[src/rtl/utld_pkg.sv]
`default_nettype none

package utld_pkg;

    // Field widths
    localparam int EPOCH_W  = 32;
    localparam int ZONE_W   = 16;
    localparam int YEAR_W   = 12;
    localparam int MONTH_W  = 4;
    localparam int DAY_W    = 5;
    localparam int HOUR_W   = 5;
    localparam int MINUTE_W = 6;

    // Internal widths
    localparam int BIASED_W = 33;   // epoch + offset + bias, always positive
    localparam int DAYS_W   = 16;   // whole days of the biased sum
    localparam int SOD_W    = 17;   // seconds of day
    localparam int Z_W      = 20;   // days since 0000-03-01
    localparam int DOE_W    = 18;   // day of era
    localparam int YOE_W    = 9;    // year of era
    localparam int DOY_W    = 9;    // day of March-based year
    localparam int MP_W     = 4;    // March-based month

    // Pipeline depth split
    localparam int FRONT_STAGES = 3;
    localparam int CIVIL_STAGES = 7;
    localparam int LATENCY      = FRONT_STAGES + CIVIL_STAGES;
    localparam int HM_DLY       = CIVIL_STAGES - 3;

    // Calendar constants
    localparam logic [BIASED_W-1:0] BIAS_SECONDS = 33'd2592000;   // 30 days
    localparam logic [Z_W-1:0]      Z_SHIFT      = 20'd719438;    // 719468 - 30
    localparam logic [Z_W-1:0]      ERA5_START   = 20'd730485;    // 5 * 146097
    localparam logic [Z_W-1:0]      ERA4_START   = 20'd584388;    // 4 * 146097
    localparam logic [YEAR_W-1:0]   ERA5_YEAR    = 12'd2000;
    localparam logic [YEAR_W-1:0]   ERA4_YEAR    = 12'd1600;

    // Exact reciprocal multipliers: q = (x * M) >> S for the full input range
    localparam logic [26:0] MUL_675  = 27'd101806633;  // S = 36, x < 2^26
    localparam int          SH_675   = 36;
    localparam logic [18:0] MUL_1460 = 19'd367720;     // S = 29, x < 2^18
    localparam int          SH_1460  = 29;
    localparam logic [18:0] MUL_365  = 19'd367720;     // S = 27, x < 2^18
    localparam int          SH_365   = 27;
    localparam logic [11:0] MUL_153  = 12'd3427;       // S = 19, x < 2^11
    localparam int          SH_153   = 19;
    localparam logic [11:0] MUL_5    = 12'd3277;       // S = 14, x < 2^11
    localparam int          SH_5     = 14;
    localparam logic [17:0] MUL_3600 = 18'd149131;     // S = 29, x < 2^17
    localparam int          SH_3600  = 29;
    localparam logic [12:0] MUL_60   = 13'd4370;       // S = 18, x < 2^12
    localparam int          SH_60    = 18;

    typedef struct packed {
        logic [HOUR_W-1:0]   hour;
        logic [MINUTE_W-1:0] minute;
    } t_hm;

endpackage

`default_nettype wire

[src/rtl/utld_ifs.sv]
`default_nettype none

interface utld_in_if;
    logic                                   valid;
    logic                                   ready;
    logic        [utld_pkg::EPOCH_W-1:0]    epoch_seconds;
    logic signed [utld_pkg::ZONE_W-1:0]     zone_offset_minutes;

    modport source (output valid, output epoch_seconds, output zone_offset_minutes,
                    input ready);
    modport sink   (input valid, input epoch_seconds, input zone_offset_minutes,
                    output ready);
endinterface

interface utld_out_if;
    logic                              valid;
    logic                              ready;
    logic [utld_pkg::YEAR_W-1:0]       year;
    logic [utld_pkg::MONTH_W-1:0]      month;
    logic [utld_pkg::DAY_W-1:0]        day;
    logic [utld_pkg::HOUR_W-1:0]       hour;
    logic [utld_pkg::MINUTE_W-1:0]     minute;

    modport source (output valid, output year, output month, output day,
                    output hour, output minute, input ready);
    modport sink   (input valid, input year, input month, input day,
                    input hour, input minute, output ready);
endinterface

`default_nettype wire

[src/rtl/utld_civil.sv]
`default_nettype none

// Day number (days since 0000-03-01) to Gregorian year, month, day.
// Seven register stages, advancing together on i_en.
module utld_civil (
    input  logic                           i_clk,
    input  logic                           i_en,
    input  logic [utld_pkg::Z_W-1:0]       i_z,
    output logic [utld_pkg::YEAR_W-1:0]    o_year,
    output logic [utld_pkg::MONTH_W-1:0]   o_month,
    output logic [utld_pkg::DAY_W-1:0]     o_day
);

    localparam int DW = utld_pkg::DOE_W;
    localparam int YW = utld_pkg::YOE_W;
    localparam int QW = utld_pkg::DOY_W;
    localparam int MW = utld_pkg::MP_W;

    // stage 1
    logic          r_era5_1, n_era5_1;
    logic [DW-1:0] r_doe_1,  n_doe_1;
    // stage 2
    logic          r_era5_2;
    logic [DW-1:0] r_doe_2;
    logic [6:0]    r_a_2,    n_a_2;
    logic [2:0]    r_b_2,    n_b_2;
    logic          r_c_2,    n_c_2;
    // stage 3
    logic          r_era5_3;
    logic [DW-1:0] r_doe_3;
    logic [DW-1:0] r_t_3,    n_t_3;
    // stage 4
    logic          r_era5_4;
    logic [DW-1:0] r_doe_4;
    logic [YW-1:0] r_yoe_4,  n_yoe_4;
    // stage 5
    logic          r_era5_5;
    logic [YW-1:0] r_yoe_5;
    logic [QW-1:0] r_doy_5,  n_doy_5;
    // stage 6
    logic          r_era5_6;
    logic [YW-1:0] r_yoe_6;
    logic [QW-1:0] r_doy_6;
    logic [MW-1:0] r_mp_6,   n_mp_6;
    // stage 7
    logic [utld_pkg::YEAR_W-1:0]  r_year,  n_year;
    logic [utld_pkg::MONTH_W-1:0] r_month, n_month;
    logic [utld_pkg::DAY_W-1:0]   r_day,   n_day;

    logic [36:0] w_pa;
    logic [36:0] w_py;
    logic [DW-1:0] w_sub;
    logic [1:0]  w_c100;
    logic [10:0] w_x153;
    logic [22:0] w_pm;
    logic [10:0] w_x5;
    logic [22:0] w_pd;
    logic [QW-1:0] w_dsub;

    always_comb begin
        // era is 4 or 5 for every reachable day number
        n_era5_1 = (i_z >= utld_pkg::ERA5_START);
        n_doe_1  = DW'(i_z - (n_era5_1 ? utld_pkg::ERA5_START : utld_pkg::ERA4_START));

        w_pa  = 37'(r_doe_1) * 37'(utld_pkg::MUL_1460);
        n_a_2 = w_pa[utld_pkg::SH_1460 +: 7];
        n_b_2 = 3'(r_doe_1 >= 18'd36524) + 3'(r_doe_1 >= 18'd73048)
              + 3'(r_doe_1 >= 18'd109572) + 3'(r_doe_1 >= 18'd146096);
        n_c_2 = (r_doe_1 == 18'd146096);

        n_t_3 = r_doe_2 - DW'(r_a_2) + DW'(r_b_2) - DW'(r_c_2);

        w_py    = 37'(r_t_3) * 37'(utld_pkg::MUL_365);
        n_yoe_4 = w_py[utld_pkg::SH_365 +: YW];

        if (r_yoe_4 >= 9'd300) begin
            w_c100 = 2'd3;
        end else if (r_yoe_4 >= 9'd200) begin
            w_c100 = 2'd2;
        end else if (r_yoe_4 >= 9'd100) begin
            w_c100 = 2'd1;
        end else begin
            w_c100 = 2'd0;
        end
        w_sub   = DW'(r_yoe_4) * DW'(365) + DW'(r_yoe_4 >> 2) - DW'(w_c100);
        n_doy_5 = QW'(r_doe_4 - w_sub);

        w_x153 = {r_doy_5, 2'b00} + 11'(r_doy_5) + 11'd2;
        w_pm   = 23'(w_x153) * 23'(utld_pkg::MUL_153);
        n_mp_6 = w_pm[utld_pkg::SH_153 +: MW];

        w_x5   = 11'(r_mp_6) * 11'd153 + 11'd2;
        w_pd   = 23'(w_x5) * 23'(utld_pkg::MUL_5);
        w_dsub = w_pd[utld_pkg::SH_5 +: QW];
        n_day  = utld_pkg::DAY_W'(r_doy_6 - w_dsub + 9'd1);
        // March-based month back to January-based
        if (r_mp_6 < 4'd10) begin
            n_month = r_mp_6 + 4'd3;
        end else begin
            n_month = r_mp_6 - 4'd9;
        end
        n_year = utld_pkg::YEAR_W'(r_yoe_6)
               + (r_era5_6 ? utld_pkg::ERA5_YEAR : utld_pkg::ERA4_YEAR)
               + utld_pkg::YEAR_W'(n_month <= 4'd2);
    end

    always_ff @(posedge i_clk) begin
        if (i_en) begin
            r_era5_1 <= n_era5_1;
            r_doe_1  <= n_doe_1;

            r_era5_2 <= r_era5_1;
            r_doe_2  <= r_doe_1;
            r_a_2    <= n_a_2;
            r_b_2    <= n_b_2;
            r_c_2    <= n_c_2;

            r_era5_3 <= r_era5_2;
            r_doe_3  <= r_doe_2;
            r_t_3    <= n_t_3;

            r_era5_4 <= r_era5_3;
            r_doe_4  <= r_doe_3;
            r_yoe_4  <= n_yoe_4;

            r_era5_5 <= r_era5_4;
            r_yoe_5  <= r_yoe_4;
            r_doy_5  <= n_doy_5;

            r_era5_6 <= r_era5_5;
            r_yoe_6  <= r_yoe_5;
            r_doy_6  <= r_doy_5;
            r_mp_6   <= n_mp_6;

            r_year   <= n_year;
            r_month  <= n_month;
            r_day    <= n_day;
        end
    end

    assign o_year  = r_year;
    assign o_month = r_month;
    assign o_day   = r_day;

endmodule

`default_nettype wire

[src/rtl/unix_time_to_local_date_core.sv]
`default_nettype none

// Throughput: one word per cycle unless the output word waits for ready; ten register stages,
// each holding one constant-reciprocal multiply or one add and compare, advance together.
// Backpressure: the whole pipeline holds while the output word waits for ready.
// Reset: i_rst_n is synchronous and active low; it clears the stage valid bits only.
module unix_time_to_local_date_core (
    input  logic               i_clk,
    input  logic               i_rst_n,
    utld_in_if.sink            i_in,
    utld_out_if.source         o_out
);

    localparam int LAT = utld_pkg::LATENCY;
    localparam int BW  = utld_pkg::BIASED_W;

    logic [LAT-1:0] r_vld;
    logic           w_en;

    // front stages
    logic [BW-1:0]              r_biased, n_biased;
    logic [25:0]                r_x;
    logic [6:0]                 r_lo;
    logic [utld_pkg::DAYS_W-1:0] r_qd, n_qd;
    logic [utld_pkg::SOD_W-1:0] r_rem, n_rem;
    logic [utld_pkg::Z_W-1:0]   r_z, n_z;

    // hour and minute
    logic [utld_pkg::SOD_W-1:0]    r_rem_h1;
    logic [utld_pkg::HOUR_W-1:0]   r_hour_1, n_hour_1;
    logic [utld_pkg::HOUR_W-1:0]   r_hour_2;
    logic [11:0]                   r_mr_2, n_mr_2;
    logic [utld_pkg::MINUTE_W-1:0] n_minute;
    utld_pkg::t_hm                 r_hm_dly [utld_pkg::HM_DLY+1];

    logic signed [22:0] w_off60;
    logic [22:0]        w_off_ext;
    logic [52:0]        w_pq;
    logic [25:0]        w_r;
    logic [34:0]        w_ph;
    logic [24:0]        w_pmin;

    assign w_en       = !r_vld[LAT-1] || o_out.ready;
    assign i_in.ready = w_en;

    always_comb begin
        w_off_ext = {{7{i_in.zone_offset_minutes[15]}}, i_in.zone_offset_minutes};
        w_off60   = signed'((w_off_ext << 6) - (w_off_ext << 2));
        // modular sum; the true value is positive and below 2^33
        n_biased  = BW'({1'b0, i_in.epoch_seconds}) + BW'(w_off60)
                  + utld_pkg::BIAS_SECONDS;
        if (w_off60[22]) begin
            n_biased = BW'({1'b0, i_in.epoch_seconds})
                     + {{(BW-23){1'b1}}, w_off60} + utld_pkg::BIAS_SECONDS;
        end

        // 86400 = 128 * 675
        w_pq = 53'(r_biased[BW-1:7]) * 53'(utld_pkg::MUL_675);
        n_qd = w_pq[utld_pkg::SH_675 +: utld_pkg::DAYS_W];

        w_r   = r_x - 26'(r_qd) * 26'd675;
        n_rem = {w_r[9:0], r_lo};
        n_z   = utld_pkg::Z_W'(r_qd) + utld_pkg::Z_SHIFT;

        w_ph     = 35'(r_rem) * 35'(utld_pkg::MUL_3600);
        n_hour_1 = w_ph[utld_pkg::SH_3600 +: utld_pkg::HOUR_W];

        n_mr_2 = 12'(r_rem_h1 - utld_pkg::SOD_W'(r_hour_1) * utld_pkg::SOD_W'(3600));

        w_pmin   = 25'(r_mr_2) * 25'(utld_pkg::MUL_60);
        n_minute = w_pmin[utld_pkg::SH_60 +: utld_pkg::MINUTE_W];
    end

    always_ff @(posedge i_clk) begin
        if (!i_rst_n) begin
            r_vld <= '0;
        end else if (w_en) begin
            r_vld <= {r_vld[LAT-2:0], i_in.valid};
        end
    end

    always_ff @(posedge i_clk) begin
        if (w_en) begin
            r_biased <= n_biased;
            r_x      <= r_biased[BW-1:7];
            r_lo     <= r_biased[6:0];
            r_qd     <= n_qd;
            r_rem    <= n_rem;
            r_z      <= n_z;

            r_rem_h1 <= r_rem;
            r_hour_1 <= n_hour_1;
            r_hour_2 <= r_hour_1;
            r_mr_2   <= n_mr_2;

            r_hm_dly[0] <= '{hour: r_hour_2, minute: n_minute};
            for (int k = 1; k <= utld_pkg::HM_DLY; k++) begin
                r_hm_dly[k] <= r_hm_dly[k-1];
            end
        end
    end

    utld_civil u_civil (
        .i_clk   (i_clk),
        .i_en    (w_en),
        .i_z     (r_z),
        .o_year  (o_out.year),
        .o_month (o_out.month),
        .o_day   (o_out.day)
    );

    assign o_out.valid  = r_vld[LAT-1];
    assign o_out.hour   = r_hm_dly[utld_pkg::HM_DLY].hour;
    assign o_out.minute = r_hm_dly[utld_pkg::HM_DLY].minute;

endmodule

`default_nettype wire

[src/flat_wrapper.sv]
// flat-port wrapper written by rule: the top's interface ports become plain ports
module unix_time_to_local_date_core_flat 
  (i_clk, i_rst_n, i_in_valid, i_in_epoch_seconds, i_in_zone_offset_minutes, i_in_ready, o_out_valid, o_out_year, o_out_month, o_out_day, o_out_hour, o_out_minute, o_out_ready);
  utld_in_if i_in_i ();
  utld_out_if o_out_i ();
  input  logic i_clk;
  input  logic i_rst_n;
  input wire logic [$bits(i_in_i.valid)-1:0] i_in_valid;
  input wire logic [$bits(i_in_i.epoch_seconds)-1:0] i_in_epoch_seconds;
  input wire logic [$bits(i_in_i.zone_offset_minutes)-1:0] i_in_zone_offset_minutes;
  output wire logic [$bits(i_in_i.ready)-1:0] i_in_ready;
  output wire logic [$bits(o_out_i.valid)-1:0] o_out_valid;
  output wire logic [$bits(o_out_i.year)-1:0] o_out_year;
  output wire logic [$bits(o_out_i.month)-1:0] o_out_month;
  output wire logic [$bits(o_out_i.day)-1:0] o_out_day;
  output wire logic [$bits(o_out_i.hour)-1:0] o_out_hour;
  output wire logic [$bits(o_out_i.minute)-1:0] o_out_minute;
  input wire logic [$bits(o_out_i.ready)-1:0] o_out_ready;
  assign i_in_i.valid = i_in_valid;
  assign i_in_i.epoch_seconds = i_in_epoch_seconds;
  assign i_in_i.zone_offset_minutes = i_in_zone_offset_minutes;
  assign i_in_ready = i_in_i.ready;
  assign o_out_valid = o_out_i.valid;
  assign o_out_year = o_out_i.year;
  assign o_out_month = o_out_i.month;
  assign o_out_day = o_out_i.day;
  assign o_out_hour = o_out_i.hour;
  assign o_out_minute = o_out_i.minute;
  assign o_out_i.ready = o_out_ready;
  unix_time_to_local_date_core u_core (.i_clk(i_clk), .i_rst_n(i_rst_n), .i_in(i_in_i), .o_out(o_out_i));
endmodule
[config.mk]
export PLATFORM = sky130hd
export DESIGN_NAME = unix_time_to_local_date_core_flat
export DESIGN_NICKNAME = d
export VERILOG_FILES = /design/src/rtl/utld_pkg.sv /design/src/rtl/utld_ifs.sv /design/src/rtl/utld_civil.sv /design/src/rtl/unix_time_to_local_date_core.sv /design/src/flat_wrapper.sv
export SDC_FILE = /design/constraint.sdc
export NUM_CORES = 2
export LEC_CHECK = 0
export ABC_CLOCK_PERIOD_IN_PS = 26900
export BUFFER_PORTS_ARGS = -buffer_cell sky130_fd_sc_hd__buf_2
export CAP_MARGIN = 20
export CORE_ASPECT_RATIO = 0.5
export CORE_MARGIN = 2
export CORE_UTILIZATION = 60
export CTS_CLUSTER_DIAMETER = 30
export DETAILED_ROUTE_END_ITERATION = 6
export GPL_ROUTABILITY_DRIVEN = 0
export HOLD_SLACK_MARGIN = 0.03
export PLACE_DENSITY = 0.77
export SYNTH_ARGS = -nofsm -noshare
export SYNTH_HDL_FRONTEND = slang
export SYNTH_HIERARCHICAL = 1
export SYNTH_SLANG_ARGS = --single-unit
[constraint.sdc]
create_clock -name i_clk -period 26.9 [get_ports i_clk]
set_input_delay 5.38 -clock i_clk [delete_from_list [all_inputs] [get_ports i_clk]]
set_output_delay 5.38 -clock i_clk [all_outputs]
set_load 0.01 [all_outputs]
# ---- Word level (Yosys, flattened, before mapping)
# Memory sizes are Yosys's and may differ from the RTL's.
# Cells that the tools add are included.
dict set report word_totals {
  reg_bits 302
  latch_bits 0
  ramBits 55
  mem_bits_ro 0
  input_bits 52
  output_inout_bits 34
  word_cells 95
  n_memories 1
}
# memory words width rd rd_ports_with_merged_regs wr line
set memory_table {}
lappend memory_table {u_core.r_hm_dly 5 11 5 0 5 unix_time_to_local_date_core.sv:34} ;# utld_pkg::t_hm r_hm_dly [utld_pkg::HM_DLY+1];
dict set report op_classes {
  n_addsub 27
  mul 11
  div_mod_pow 0
  n_lt_le_gt_ge 10
  n_eq_ne 1
  n_shift 0
  mux 9
  bitwise_logic 0
  reduce_logical 2
}
# operator count
set ops {}
lappend ops {{adder 32 x 33 -> 33 bit} 2}
lappend ops {{adder 33 x 22 -> 33 bit (second input constant)} 2}
lappend ops {{multiplier 18 x 16 -> 33 bit (second input constant)} 2}
lappend ops {{multiplier 26 x 27 -> 52 bit (second input constant)} 1}
lappend ops {{>= comparator 18 x 17 -> 1 bit (second input constant)} 2}
lappend ops {{multiplier 17 x 18 -> 34 bit (second input constant)} 1}
lappend ops {{two-way mux 33 bit} 1}
lappend ops {{multiplier 11 x 12 -> 23 bit (second input constant)} 1}
lappend ops {{multiplier 12 x 12 -> 23 bit (second input constant)} 1}
lappend ops {{subtractor 22 x 18 -> 23 bit} 1}
lappend ops {{adder 11 x 2 -> 11 bit (second input constant)} 2}
lappend ops {{adder 16 x 20 -> 20 bit (second input constant)} 1}
lappend ops {{>= comparator 20 bit (second input constant)} 1}
lappend ops {{multiplier 11 x 12 -> 19 bit (second input constant)} 1}
lappend ops {{adder 18 x 3 -> 18 bit} 1}
lappend ops {{equality test 18 bit (second input constant)} 1}
lappend ops {{>= comparator 18 x 16 -> 1 bit (second input constant)} 1}
lappend ops {{>= comparator 18 bit (second input constant)} 1}
lappend ops {{two-way mux 18 bit} 1}
lappend ops {{subtractor 18 x 1 -> 18 bit} 1}
lappend ops {{subtractor 18 bit} 1}
lappend ops {{subtractor 18 x 7 -> 18 bit} 1}
lappend ops {{multiplier 16 x 10 -> 10 bit (second input constant)} 1}
lappend ops {{adder 12 x 1 -> 12 bit} 1}
lappend ops {{28 further kinds} 31}

# ---- Longest topological paths before layout
dict set report depth {
  word_depth 6
  mapped_depth 33
  ltp_nobuf 33
}

# ---- Hierarchy
# Netlist, hierarchy kept.
# mod n_inst cells_per_inst area_per_inst_um2 seq_area_each_um2
set by_module_without_submodules {}
lappend by_module_without_submodules {unix_time_to_local_date_core 1 2428 26231.4 5875.6}
lappend by_module_without_submodules {utld_civil 1 2059 23100.9 4654.5}

# ---- Least setup slack after synthesis
# OpenSTA, ideal clock, no wires.
dict set report synth_timing {
  path_kind {in2out}
  start {input o_out_ready}
  end {output i_in_ready}
  arrival_time_ns 11.895
  required_time_ns 21.520
  setup_slack_ns 9.625
  stages 2
  n_path_buf 0
  cell_sequence {nor2b_1 clkinv_1}
}
dict set report synth_between {
  elab_chain_cells 1
}
# element line
set synth_rtl {}
lappend synth_rtl {{start, declared} flat_wrapper.sv:18} ;# input wire logic [$bits(o_out_i.ready)-1:0] o_out_ready;
lappend synth_rtl {{logical OR 1 bit} unix_time_to_local_date_core.sv:43} ;# assign w_en = !r_vld[LAT-1] || o_out.ready;
lappend synth_rtl {{end, declared} flat_wrapper.sv:11} ;# output wire logic [$bits(i_in_i.ready)-1:0] i_in_ready;
# Every way passes these cells.

# ---- Final worst setup path
# Same ends and word-level chain as after synthesis.

==> results.cfg <==
[run_status]
status = complete, no violations

[worst_setup_path]
cp-end-kind = primary output
slowest_stage = nor2b_1
worstPathMaxFanout = 41
critPathTopFamily = simple AND/OR/NAND/NOR gates
crit_arrival_ns = 6.78
cp_slowest_stage_delay_ns = 0.75
worstSetupPathType = in -> out
critPathRequiredTime_ns = 21.52
crit_path_frequent_cell = buf_2
crit_chain = buf_2 > nor2b_1 > inv_8 > buf_2
crit_buf_inv = 3
cp-start-kind = input pin

[global_routing]
grt_pass1_vias = 34140
overflow = 0
grt_max_degree = 181
antenna_found_initial = 0
grt.total_usage_pct = 23.24
grt_pass1_wl_um = 160400

[cells_and_area]
fin_cells = 5774
areaGrowthSynthToFinish_pct = 7.670
antenna_cells = 0
drive_gt1_share_pct = 4.602
nets = 6456

[hold_path]
worstHoldPathType = reg -> reg

[floorplanning]
die_area_um2 = 84670
io_pins = 86
coreArea_um2 = 81480
die_w_um = 409.5
initial_core_util_pct = 60.55
fp.dieH_um = 206.8
rows = 74

[clock_tree]
htree_levels = 2
cts_sinks = 354
root_buffer = clkbuf_16
cts_setup_buffers = 0
post_cts_resize_count = 0
hold_buffers = 0
clk_path_buf_depth = 3
tritoncts = yes
cts-buffers-inserted = 55
clk_pin_slew_ns = 0.06
worstSkewPairLatency_ns = 0.65

[placement]
dp_hpwl_um = 78400
dp_cells = 5670
port_buffers = 85

[yosys]
yosys_warnings = 6
ys_ff_latch = 354
synth-async-reset-ratio_pct = 0
seq_area_frac_synth_pct = 21.35
synth-edff-count = 344
synth_area_leaders = ha_1 (30%), fa_1 (24%), edfxtp_1 (21%)
synth_top_area_cell = ha_1
postSynthCellCount = 4487
synthesis.area_um2 = 49330
synth_top_area_share_pct = 30.38
synthDistinctLibCells = 82
syn_area_per_cell_um2 = 10.99
synth_ff_type = edfxtp_1

[routing]
first_pass_iters = 7
routed_wl_um = 94010
num_vias = 31020
ant_nets = 0
drt_iter0_markers = 1268
drt-vias-per-instance = 5.372
avgRoutedWirePerCell_um = 16.28
drc_errors = 0

[timing]
fin_crit_ns = 12.16
max-slew-margin-rel_pct = 33.72
timing.hold.ws_ns = 0.3920
final.period_utilization_pct = 45.21
finClkSkew_ns = 0.06650
rsz0062_at_grt = false
drv_slew = 0
tightest_slew_ns = 0.9922
fin_setup_tns_ns = 0
setup_viol = 0
clock.fmax_mhz = 82.22
final-hold-violation-count = 0

[run]
maxCapViolations = 0
==> cell usage in the layout, fill, tap and decap left out, types with 21 or more instances in the layout <==
cell type	instances
ha_1	1198
inv_1	1144
fa_1	581
edfxtp_1	344
xnor2_1	174
a21oi_1	142
nand2_1	119
a21o_1	95
nor2_1	94
buf_2	85
o21ai_0	82
xor2_1	62
clkbuf_16	55
nor3_1	30
o21a_1	28
nand2b_1	25
nor2b_1	24
nand3_1	23
a211oi_1	21
==> path summary, 6_finish.rpt <==
check                                                         from                                 to  slack, ns  depth (start not counted)
worst max-delay path                                   o_out_ready                         i_in_ready      14.74                          4
worst min-delay path                  u_core/r_rem_h1[1]$_DFFE_PP_         u_core/r_mr_2[1]$_DFFE_PP_       0.39                          0
worst max register to register  u_core/u_civil/r_mp_6[1]$_DFFE_PP_  u_core/u_civil/o_day[4]$_DFFE_PP_      18.78                         30
worst min register to register        u_core/r_rem_h1[1]$_DFFE_PP_         u_core/r_mr_2[1]$_DFFE_PP_       0.39                          0
==> Yosys cell counts, types with 5 or more instances <==
library cell,count
a211oi_1,21
o21ai_1,18
edfxtp_1,344
a21o_1,95
fa_1,581
a211o_1,5
and3_1,16
o21a_1,28
a311oi_1,7
a21boi_0,15
buf_4,12
xnor2_1,174
a41o_1,6
o211ai_1,12
nand4_1,20
a21oi_1,142
nor4_1,6
xor2_1,62
nor3_1,30
mux2i_1,5
o21bai_1,19
nand2b_1,25
nand2_1,119
and2_1,13
and4_1,10
o21ai_0,82
nand3_1,23
ha_1,1198
nor2b_1,24
nor2_1,94
or2_2,5
a31oi_1,20
inv_1,1144
a41oi_1,8
or3_1,5
o31ai_1,9
dfxtp_1,10
==> flip-flops by register name, indices dropped and copies added, names as in the netlist, 10 cells and up <==
name	cells
u_core/u_civil/o_year	12
u_core/r_x	10
u_core/r_biased	33
u_core/r_rem_h1	12
u_core/r_vld	10
u_core/u_civil/r_doe_1	18
u_core/r_qd	16
u_core/r_z	17
u_core/u_civil/r_t_3	18
u_core/r_rem	17
u_core/r_hm_dly	55
u_core/u_civil/r_doe_2	18
u_core/r_mr_2	12
==> cell families after synthesis <==
family | after synthesis | share of synthesized area (%)
AO/OA/AOI/OAI | 541 | 7.355
XOR/XNOR | 236 | 4.190
adder cells (fa/ha/maj) | 1779 | 53.96
buffers and inverters | 1162 | 8.938
flip-flops | 354 | 21.35
multiplexers | 7 | 0.1471
other | 2 | 0.01522
AND/OR/NAND/NOR | 406 | 4.048
==> metal layers <==
layer / vias to the layer above / track usage (%) / share of wire, % / wire length (µm)
li1: 15060 / - / - / -
met1: 15190 / 28.22 / 42 / 39640
met2: 587 / 43.53 / 51 / 48230
met3: 182 / 2.789 / 4.0 / 3757
met4: 0 / 6.972 / 2.5 / 2380
met5: - / 0 / 0 / 0
==> stage by stage <==
step	util (%)	area (µm²)	worst slack (ns)
6_report	65.19	53120	14.74
5_1_grt	65.19	53120	14.61
4_1_cts	65.19	53120	14.74
3_5_place_dp	62.73	51110	14.79
3_3_place_gp	62.73	51110	14.81
2_1_floorplan	-	49370	9.625
==> layout make-up <==
type                       instances  area [µm²]
clock buffer                      57        1384
clock inverter                    47       623.1
fill                            6052       28360
inverter                        1145        4305
multi-input combinational       2980       34430
sequential                       354       10530
tap                             1102        1379
timing repair buffer              89       467.9
Power is not shown: default switching activity piles up to over one toggle a cycle in this logic, so the estimate is an artifact.
